File: src/hdl/eitsp_pkg.sv
// eitsp_pkg: shared constants, phase and record-kind codes and the record struct
// for the eit section parser; no dependencies, compiled first
package eitsp_pkg;

  localparam int MAX_SECTION_BYTES_DEF = 4096;
  localparam int MIN_SECTION_BYTES     = 18;
  localparam int HDR_LEN               = 14;
  localparam int EVT_LEN               = 12;
  localparam int CRC_BYTES             = 4;

  typedef enum logic [2:0] {
    PH_IDLE   = 3'd0,
    PH_HEADER = 3'd1,
    PH_EVENT  = 3'd2,
    PH_DTAG   = 3'd3,
    PH_DLEN   = 3'd4,
    PH_DBODY  = 3'd5,
    PH_CRC    = 3'd6
  } phase_t;

  typedef enum logic [2:0] {
    K_HEADER = 3'd0,
    K_EVENT  = 3'd1,
    K_DESC   = 3'd2,
    K_CRC    = 3'd3,
    K_ERROR  = 3'd4
  } kind_t;

  typedef struct packed {
    kind_t        record_kind;
    logic [15:0]  id_value;
    logic [15:0]  stream_id;
    logic [15:0]  network_id;
    logic [7:0]   number_a;
    logic [7:0]   number_b;
    logic [7:0]   number_c;
    logic [7:0]   number_d;
    logic [5:0]   flag_bits;
    logic [39:0]  time_value;
    logic [23:0]  duration_value;
    logic [11:0]  loop_length;
  } rec_t;

endpackage

File: src/hdl/eitsp_parser.sv
// eitsp_parser: byte-serial section state machine, one accepted byte per cycle,
// gives at most one record per byte; depends on eitsp_pkg
module eitsp_parser
  import eitsp_pkg::*;
#(
  parameter int MAX_SECTION_BYTES = MAX_SECTION_BYTES_DEF
) (
  input  logic        clk,
  input  logic        rst_n,
  input  logic        byte_en,
  input  logic [7:0]  data_byte,
  input  logic        section_start,
  input  logic [12:0] section_length,
  output logic        res_valid,
  output rec_t        res
);

  localparam logic [12:0] MAX_LEN = 13'(MAX_SECTION_BYTES);
  localparam logic [12:0] MIN_LEN = 13'(MIN_SECTION_BYTES);
  localparam logic [12:0] HDR_LAST = 13'(HDR_LEN - 1);
  localparam logic [13:0] HDR_END = 14'(HDR_LEN);
  localparam logic [3:0]  EVT_LAST = 4'(EVT_LEN - 1);

  phase_t      phase_r, phase_nxt;
  logic [12:0] pos_r, pos_nxt;
  logic [12:0] tot_r, tot_nxt;
  logic [3:0]  ecnt_r, ecnt_nxt;
  logic [11:0] loop_r, loop_nxt;
  logic [7:0]  dleft_r, dleft_nxt;
  logic [7:0]  tag_r, tag_nxt;
  logic [31:0] crc_r, crc_nxt;

  logic [7:0]  hdr_r [HDR_LEN];
  logic [7:0]  evt_r [EVT_LEN];
  logic        hdr_we, evt_we;
  logic [3:0]  hdr_idx;

  always_comb begin
    logic        go;
    logic [12:0] p;
    logic [12:0] crc_at;
    logic [13:0] p_inc;
    logic [11:0] loop_dec;
    logic [11:0] new_loop;
    phase_t      after_loop;

    phase_nxt = phase_r;
    pos_nxt   = pos_r;
    tot_nxt   = tot_r;
    ecnt_nxt  = ecnt_r;
    loop_nxt  = loop_r;
    dleft_nxt = dleft_r;
    tag_nxt   = tag_r;
    crc_nxt   = crc_r;
    hdr_we    = 1'b0;
    evt_we    = 1'b0;
    res_valid = 1'b0;
    res       = '0;
    go        = 1'b0;

    if (byte_en) begin
      if (section_start) begin
        tot_nxt   = section_length;
        pos_nxt   = '0;
        ecnt_nxt  = '0;
        loop_nxt  = '0;
        dleft_nxt = '0;
        crc_nxt   = '0;
        if (!(section_length inside {[MIN_LEN:MAX_LEN]})) begin
          res.record_kind = K_ERROR;
          res_valid       = 1'b1;
          phase_nxt       = PH_IDLE;
        end else begin
          phase_nxt = PH_HEADER;
          go        = 1'b1;
        end
      end else if (phase_r != PH_IDLE) begin
        go = 1'b1;
      end
    end

    p          = pos_nxt;
    crc_at     = tot_nxt - 13'(CRC_BYTES);
    p_inc      = {1'b0, p} + 14'd1;
    loop_dec   = loop_nxt - 12'd1;
    after_loop = (p_inc < {1'b0, crc_at}) ? PH_EVENT : PH_CRC;
    new_loop   = '0;
    hdr_idx    = p[3:0];

    if (go) begin
      pos_nxt = p_inc[12:0];
      if (phase_nxt == PH_HEADER) begin
        hdr_we = (p < 13'(HDR_LEN));
        if (p == HDR_LAST) begin
          res_valid          = 1'b1;
          res.record_kind    = K_HEADER;
          res.id_value       = {hdr_r[3], hdr_r[4]};
          res.stream_id      = {hdr_r[8], hdr_r[9]};
          res.network_id     = {hdr_r[10], hdr_r[11]};
          res.number_a       = hdr_r[6];
          res.number_b       = hdr_r[7];
          res.number_c       = hdr_r[12];
          res.number_d       = data_byte;
          res.flag_bits      = {hdr_r[5][5:1], hdr_r[5][0]};
          phase_nxt = (HDR_END < {1'b0, crc_at}) ? PH_EVENT : PH_CRC;
        end
      end else if (phase_nxt == PH_CRC) begin
        crc_nxt = {crc_r[23:0], data_byte};
        if (p_inc >= {1'b0, tot_nxt}) begin
          res_valid       = 1'b1;
          res.record_kind = K_CRC;
          res.time_value  = {8'd0, crc_nxt};
          phase_nxt       = PH_IDLE;
        end
      end else if (p >= crc_at) begin
        // loop or event header ran into the crc
        res_valid       = 1'b1;
        res.record_kind = K_ERROR;
        phase_nxt       = PH_IDLE;
      end else begin
        case (phase_nxt)
          PH_EVENT: begin
            evt_we   = 1'b1;
            ecnt_nxt = ecnt_r + 4'd1;
            if (ecnt_r == EVT_LAST) begin
              ecnt_nxt           = '0;
              new_loop           = {evt_r[10][3:0], data_byte};
              loop_nxt           = new_loop;
              res_valid          = 1'b1;
              res.record_kind    = K_EVENT;
              res.id_value       = {evt_r[0], evt_r[1]};
              res.flag_bits      = {2'b00, evt_r[10][7:5], evt_r[10][4]};
              res.time_value     = {evt_r[2], evt_r[3], evt_r[4], evt_r[5], evt_r[6]};
              res.duration_value = {evt_r[7], evt_r[8], evt_r[9]};
              res.loop_length    = new_loop;
              phase_nxt = (new_loop != '0) ? PH_DTAG : after_loop;
            end
          end
          PH_DTAG: begin
            tag_nxt  = data_byte;
            loop_nxt = loop_dec;
            if (loop_dec == '0) begin
              // tag is the last loop byte: length reads as zero
              res_valid       = 1'b1;
              res.record_kind = K_DESC;
              res.id_value    = {8'd0, data_byte};
              phase_nxt       = after_loop;
            end else begin
              phase_nxt = PH_DLEN;
            end
          end
          PH_DLEN: begin
            loop_nxt        = loop_dec;
            dleft_nxt       = data_byte;
            res_valid       = 1'b1;
            res.record_kind = K_DESC;
            res.id_value    = {8'd0, tag_r};
            res.number_a    = data_byte;
            if (loop_dec == '0) begin
              phase_nxt = after_loop;
            end else begin
              phase_nxt = (data_byte == '0) ? PH_DTAG : PH_DBODY;
            end
          end
          PH_DBODY: begin
            loop_nxt = loop_dec;
            if (dleft_r != '0) begin
              dleft_nxt = dleft_r - 8'd1;
            end
            if (loop_dec == '0) begin
              phase_nxt = after_loop;
            end else if (dleft_nxt == '0) begin
              phase_nxt = PH_DTAG;
            end
          end
          default: begin
            phase_nxt = PH_IDLE;
          end
        endcase
      end
    end
  end

  always_ff @(posedge clk) begin
    if (!rst_n) begin
      phase_r <= PH_IDLE;
      pos_r   <= '0;
      tot_r   <= '0;
      ecnt_r  <= '0;
      loop_r  <= '0;
      dleft_r <= '0;
      tag_r   <= '0;
      crc_r   <= '0;
    end else begin
      phase_r <= phase_nxt;
      pos_r   <= pos_nxt;
      tot_r   <= tot_nxt;
      ecnt_r  <= ecnt_nxt;
      loop_r  <= loop_nxt;
      dleft_r <= dleft_nxt;
      tag_r   <= tag_nxt;
      crc_r   <= crc_nxt;
    end
  end

  // header and event byte stores, written only in the running section
  always_ff @(posedge clk) begin
    if (hdr_we) begin
      hdr_r[hdr_idx] <= data_byte;
    end
    if (evt_we) begin
      evt_r[ecnt_r] <= data_byte;
    end
  end

endmodule

File: src/hdl/eit_section_parser_core.sv
// eit_section_parser_core: top level of the eit section parser, output register
// with skid stage around eitsp_parser; depends on eitsp_pkg and eitsp_parser
//
// channel  direction  handshake            payload
// in_      input      in_valid / in_ready  data_byte, section_start, section_length
// out_     output     out_valid/out_ready  one record: kind, ids, numbers, time, ...
//
// one byte is accepted per cycle while in_ready is high; the record a byte
// causes lands in the output register, or in the skid stage while out_ stalls
// the byte state machine is updated in the same cycle the byte is taken
// a stalled out_ parks one extra record in the skid stage; in_ready drops only
// while that stage is full
// rst_n is synchronous, active low; it returns the parser to idle and empties
// the output and skid stages
module eit_section_parser_core
  import eitsp_pkg::*;
#(
  parameter int MAX_SECTION_BYTES = MAX_SECTION_BYTES_DEF
) (
  input  logic        clk,
  input  logic        rst_n,
  input  logic        in_valid,
  output logic        in_ready,
  input  logic [7:0]  in_data_byte,
  input  logic        in_section_start,
  input  logic [12:0] in_section_length,
  output logic        out_valid,
  input  logic        out_ready,
  output logic [2:0]  out_record_kind,
  output logic [15:0] out_id_value,
  output logic [15:0] out_stream_id,
  output logic [15:0] out_network_id,
  output logic [7:0]  out_number_a,
  output logic [7:0]  out_number_b,
  output logic [7:0]  out_number_c,
  output logic [7:0]  out_number_d,
  output logic [5:0]  out_flag_bits,
  output logic [39:0] out_time_value,
  output logic [23:0] out_duration_value,
  output logic [11:0] out_loop_length
);

  logic in_fire;
  logic res_valid;
  rec_t res;

  logic out_valid_r, out_valid_nxt;
  rec_t out_rec_r, out_rec_nxt;
  logic skid_valid_r, skid_valid_nxt;
  rec_t skid_rec_r, skid_rec_nxt;

  // input side only waits when the skid stage already holds a record
  assign in_ready = !skid_valid_r;
  assign in_fire  = in_valid && in_ready;

  eitsp_parser #(
    .MAX_SECTION_BYTES (MAX_SECTION_BYTES)
  ) u_parser (
    .clk            (clk),
    .rst_n          (rst_n),
    .byte_en        (in_fire),
    .data_byte      (in_data_byte),
    .section_start  (in_section_start),
    .section_length (in_section_length),
    .res_valid      (res_valid),
    .res            (res)
  );

  // output register plus skid stage
  always_comb begin
    out_valid_nxt  = out_valid_r;
    out_rec_nxt    = out_rec_r;
    skid_valid_nxt = skid_valid_r;
    skid_rec_nxt   = skid_rec_r;
    if (!out_valid_r || out_ready) begin
      if (skid_valid_r) begin
        // drain the parked record first; no new record can arrive now
        out_valid_nxt  = 1'b1;
        out_rec_nxt    = skid_rec_r;
        skid_valid_nxt = 1'b0;
      end else begin
        out_valid_nxt = res_valid;
        out_rec_nxt   = res;
      end
    end else if (res_valid) begin
      // output stalled: park the fresh record
      skid_valid_nxt = 1'b1;
      skid_rec_nxt   = res;
    end
  end

  always_ff @(posedge clk) begin
    if (!rst_n) begin
      out_valid_r  <= 1'b0;
      skid_valid_r <= 1'b0;
    end else begin
      out_valid_r  <= out_valid_nxt;
      skid_valid_r <= skid_valid_nxt;
    end
  end

  always_ff @(posedge clk) begin
    out_rec_r  <= out_rec_nxt;
    skid_rec_r <= skid_rec_nxt;
  end

  assign out_valid          = out_valid_r;
  assign out_record_kind    = out_rec_r.record_kind;
  assign out_id_value       = out_rec_r.id_value;
  assign out_stream_id      = out_rec_r.stream_id;
  assign out_network_id     = out_rec_r.network_id;
  assign out_number_a       = out_rec_r.number_a;
  assign out_number_b       = out_rec_r.number_b;
  assign out_number_c       = out_rec_r.number_c;
  assign out_number_d       = out_rec_r.number_d;
  assign out_flag_bits      = out_rec_r.flag_bits;
  assign out_time_value     = out_rec_r.time_value;
  assign out_duration_value = out_rec_r.duration_value;
  assign out_loop_length    = out_rec_r.loop_length;

`ifndef SYNTHESIS
  // the skid stage is only ever filled behind a held output record
  a_skid_behind_out: assert property (@(posedge clk) disable iff (!rst_n)
    skid_valid_r |-> out_valid_r)
    else $error("skid holds a record while output register is empty");

  // a record made while the output stalls must land in the skid stage
  a_stall_parks: assert property (@(posedge clk) disable iff (!rst_n)
    (out_valid_r && !out_ready && res_valid) |=> skid_valid_r)
    else $error("record lost while output stalled");

  // a parked record moves to the output as soon as the output is taken
  a_skid_drains: assert property (@(posedge clk) disable iff (!rst_n)
    (skid_valid_r && out_ready) |=> (out_valid_r && !skid_valid_r))
    else $error("skid stage did not drain");
`endif

endmodule
File: config.mk
export PLATFORM = sky130hd
export DESIGN_NAME = eit_section_parser_core
export DESIGN_NICKNAME = d
export VERILOG_FILES = /design/src/hdl/eitsp_pkg.sv /design/src/hdl/eitsp_parser.sv /design/src/hdl/eit_section_parser_core.sv
export SDC_FILE = /design/constraint.sdc
export NUM_CORES = 1
export LEC_CHECK = 0
export BUFFER_PORTS_ARGS = -buffer_cell sky130_fd_sc_hd__buf_2
export CAP_MARGIN = 5
export CORE_MARGIN = 1
export CORE_UTILIZATION = 48
export DETAILED_ROUTE_END_ITERATION = 12
export PLACE_DENSITY = 0.71
export SETUP_SLACK_MARGIN = 0.15
export SLEW_MARGIN = 0
export SYNTH_ARGS = -nofsm -noshare
export SYNTH_HDL_FRONTEND = slang
export SYNTH_SLANG_ARGS = --single-unit
File: constraint.sdc
create_clock -name clk -period 19.4 [get_ports clk]
set_input_delay 4.85 -clock clk [delete_from_list [all_inputs] [get_ports clk]]
set_output_delay 4.85 -clock clk [all_outputs]
set_load 0.01 [all_outputs]
==> results.sh <==
export IMPL_syn_nets=1884
export IMPL_regArea_sq_um=16640
export IMPL_ys_ff_latch=583
export IMPL_path_max_fanout=68
export IMPL_cts_resized=0
export IMPL_crit_type="primary input to flop"
export IMPL_finalHoldViolCount=0
export IMPL_clock_sinks=583
export IMPL_drtIter0Drc=1535
export IMPL_viasPerCell=5.764
export IMPL_setup_worst_path_start_class="primary input"
export IMPL_grt_first_pass_wirelength_microns=86530
export IMPL_die_w_microns=227.8
export IMPL_synth_top_area_share_pct=60.84
export IMPL_grt_ovfl_total=0
export IMPL_synthMostInstantiatedCell="edfxtp_1"
export IMPL_synthCells=1810
export IMPL_clock_path_buffers=3
export IMPL_maxSlewViolCount=0
export IMPL_ant_nets=0
export IMPL_port_buffers=192
export IMPL_instances_no_fill=2698
export IMPL_start_util_pct=48.70
export IMPL_synth_cell_types=85
export IMPL_worstSetupEndpointType="flop"
export IMPL_maxCapViolCount=0
export IMPL_die_area_sq_um=51910
export IMPL_worstSkewPairLatency_ps=620
export IMPL_cts_tree="built"
export IMPL_crit_arrival_ps=11190
export IMPL_skew_ps=26.43
export IMPL_p_per_area_nw_per_um2=89.78
export IMPL_synth_mux_area_share_pct=1.237
export IMPL_yosys_warnings=0
export IMPL_wl_microns=56270
export IMPL_core_area_sq_um=50270
export IMPL_yosysSeqAreaShare_pct=67.95
export IMPL_worst_setup_hold_path_clk_slew_ps=60
export IMPL_drt_pass1_iter_count=6
export IMPL_fin_crit_ps=10960
export IMPL_async_flop_share_pct=0
export IMPL_synthFlopType="edfxtp_1"
export IMPL_cp_slowest_cell="buf_4"
export IMPL_nNetsFinal=2056
export IMPL_timing_setup_tns_ps=0
export IMPL_yosys_area_share_adder_pct=2.494
export IMPL_io_pins=193
export IMPL_rsz0062_at_grt="no"
export IMPL_leakage_nw=11.47
export IMPL_synth_area_sq_um=24480
export IMPL_r2r_slack_ps=11730
export IMPL_cp_top_family="buffers and inverters"
export IMPL_rows=82
export IMPL_setup_viol=0
export IMPL_fmax_mhz=91.26
export IMPL_holdPathStages=2
export IMPL_route_vias_total=15550
export IMPL_worstPathCellList="buf_2 > nand3b_1 > buf_4 > nand2_1 > inv_1 > ha_1 > nand4_1 > or2_2 > nor2_1 > and3_1 > nand3_1 > xor2_1 > nor2_1 > ha_1 > o21ai_0 > a31oi_1 > nor2_1 > o31ai_2 > and2_4 > buf_4 > buf_4"
export IMPL_holdWs_ps=475.0
export IMPL_ctsHtreeMaxLevel=2
export IMPL_drc=0
export IMPL_grt_antenna_before_repair=3
export IMPL_synth_top_cell_by_area="edfxtp_1"
export IMPL_holdPathEnd="u_parser.crc_r[20]$_SDFF_PN0_"
export IMPL_worst_r2r_cell_count=20
export IMPL_grt_max_degree=109
export IMPL_fillerInstances=4071
export IMPL_multiInputGateArea_sq_um=7297
export IMPL_place_congestion=0.9179
export IMPL_path_buf_inv=5
export IMPL_synth_compound_area_share_pct=12.34
export IMPL_fin_util_pct=55.36
export IMPL_timing_rr_end="skid_rec_r[90]$_DFFE_PP_"
export IMPL_synth_xor_area_share_pct=1.324
export IMPL_synthTopCellsByCount="496 x edfxtp_1, 145 x and2_1, 142 x a21o_1"
export IMPL_min_period_over_period_pct=56.48
export IMPL_hpwlAfterDp_microns=35330
export IMPL_grt_use_total_pct=21.20
export IMPL_cts_made_buffers=56
export IMPL_drive_gt1_share_pct=16.09
export IMPL_grt_pass1_vias=14800
export IMPL_peakVddDrop_mv=0.06409
export IMPL_wl_per_cell_microns=20.85
export IMPL_slew_headroom_pct=27.68
export IMPL_timing_rr_start="skid_valid_r$_SDFFE_PP0P_"
export IMPL_synth_simple_area_share_pct=12.37
export IMPL_yosys_top_cells_area="edfxtp_1 61%, dfxtp_1 7.1%, a21o_1 4.4%, and2_1 3.7%, ha_1 2.5%"
export IMPL_worstPathRequired_ps=19630
export IMPL_ctsHoldBuffers=0
export IMPL_tightest_slew_ps=1082
export IMPL_synth_area_per_cell_sq_um=13.53
export IMPL_synth_edff_count=496
export IMPL_status="finished clean"
export IMPL_worstHoldStart="u_parser.crc_r[20]$_SDFF_PN0_"
export IMPL_area_delta_synth_final_pct=13.67
export IMPL_antenna_cells=0
export IMPL_post_cts_buffers=0
export IMPL_dpl_cell_count=2596
export IMPL_synth_top_family_by_area="simple AND/OR/NAND/NOR gates"
export IMPL_die_h_microns=227.8
export IMPL_cts_root_buf="clkbuf_16"
export IMPL_hold_class="flop to flop"
export IMPL_cpPeakStageDelay_ps=820
kinds of logic after synthesis:
kind of cell	after synthesis
adder cells (fa/ha/maj)	49
AO/OA/AOI/OAI	408
AND/OR/NAND/NOR	565
multiplexers	30
buffers and inverters	138
XOR/XNOR	37
flip-flops	583
routing by layer:
layer / vias to the layer above / routed length, microns / track usage, %
li1: 7189 / - / -
met1: 7654 / 24760 / 29.79
met2: 618 / 26700 / 34.31
met3: 87 / 3702 / 3.550
met4: 2 / 1094 / 5.384
met5: - / 7 / 0
metrics by stage:
step | instance area, sq um | power, mW | setup WS [ps]
2_1_floorplan | 24480 | 1.438 | 6239
3_3_place_gp | 26050 | 1.477 | 8121
3_5_place_dp | 26050 | 1.479 | 7809
4_1_cts | 27830 | 2.518 | 8450
5_1_grt | 27830 | 2.575 | 7973
6_report | 27830 | 2.498 | 8443
power by group:
part | internal, mW | total, mW | switching (mW)
Clock | 0.584 | 1.05 | 0.462
Combinational | 0.0253 | 0.0863 | 0.0610
Sequential | 1.36 | 1.37 | 0.00565
worst reg2reg max path, cell delays in order, from the launching register on:
cell      delay (ps)
dfxtp_4         1010
nand3b_1         210
buf_4            470
nand2_1          330
inv_1            190
ha_1             300
nand4_1          110
or2_2            330
nor2_1           210
and3_1           290
nand3_1          110
xor2_1           140
nor2_1            80
ha_1             310
o21ai_0           70
a31oi_1          360
nor2_1           230
o31ai_2          340
and2_4           500
buf_4            790
buf_4            870
cells in the final DEF (no fill, tap or decap), types with 22 or more instances in the layout:
cell | Yosys | routed
edfxtp_1 | 496 | 496
buf_2 | 16 | 192
and2_1 | 145 | 144
a21o_1 | 142 | 142
nand2_1 | 117 | 117
nor2_1 | 100 | 99
dfxtp_1 | 87 | 86
a21oi_1 | 66 | 66
nand3_1 | 64 | 64
clkbuf_16 | 0 | 56
ha_1 | 48 | 48
o21ai_0 | 37 | 37
inv_1 | 38 | 36
nor3_1 | 31 | 31
mux2i_1 | 28 | 28
xnor2_1 | 26 | 26
a221o_1 | 26 | 26
buf_4 | 4 | 22
registers in the layout, summed over array words and instances, names as in the netlist, 24 cells and up:
signal,cells
out_duration_value,24
out_time_value,40
skid_rec_r,165
u_parser.crc_r,24
u_parser.evt_r,88
u_parser.hdr_r,78
worst max-delay path by stage:
stage | slack [ps] | depth (start not counted) | endpoint | start
after global placement | 8120 | 21 | skid_rec_r[6]$_DFFE_PP_ | in_section_start
after floorplan | 6240 | 21 | skid_rec_r[0]$_DFFE_PP_ | in_section_start
after detailed placement | 7810 | 21 | skid_rec_r[6]$_DFFE_PP_ | in_section_start
after global routing | 7970 | 21 | skid_rec_r[76]$_DFFE_PP_ | in_section_start
after CTS | 8450 | 21 | skid_rec_r[3]$_DFFE_PP_ | in_section_start
final | 8440 | 21 | skid_rec_r[90]$_DFFE_PP_ | in_section_start
layout make-up:
class | instances | share of cell area, %
flip-flops and latches | 583 | 59.79
multi-input cells | 1089 | 26.22
clock buffers | 69 | 5.319
repair buffers | 214 | 4.046
well taps | 672 | 3.021
clock inverters | 33 | 1.070
inverters | 38 | 0.5305
Power figures use the tool's default switching activity.
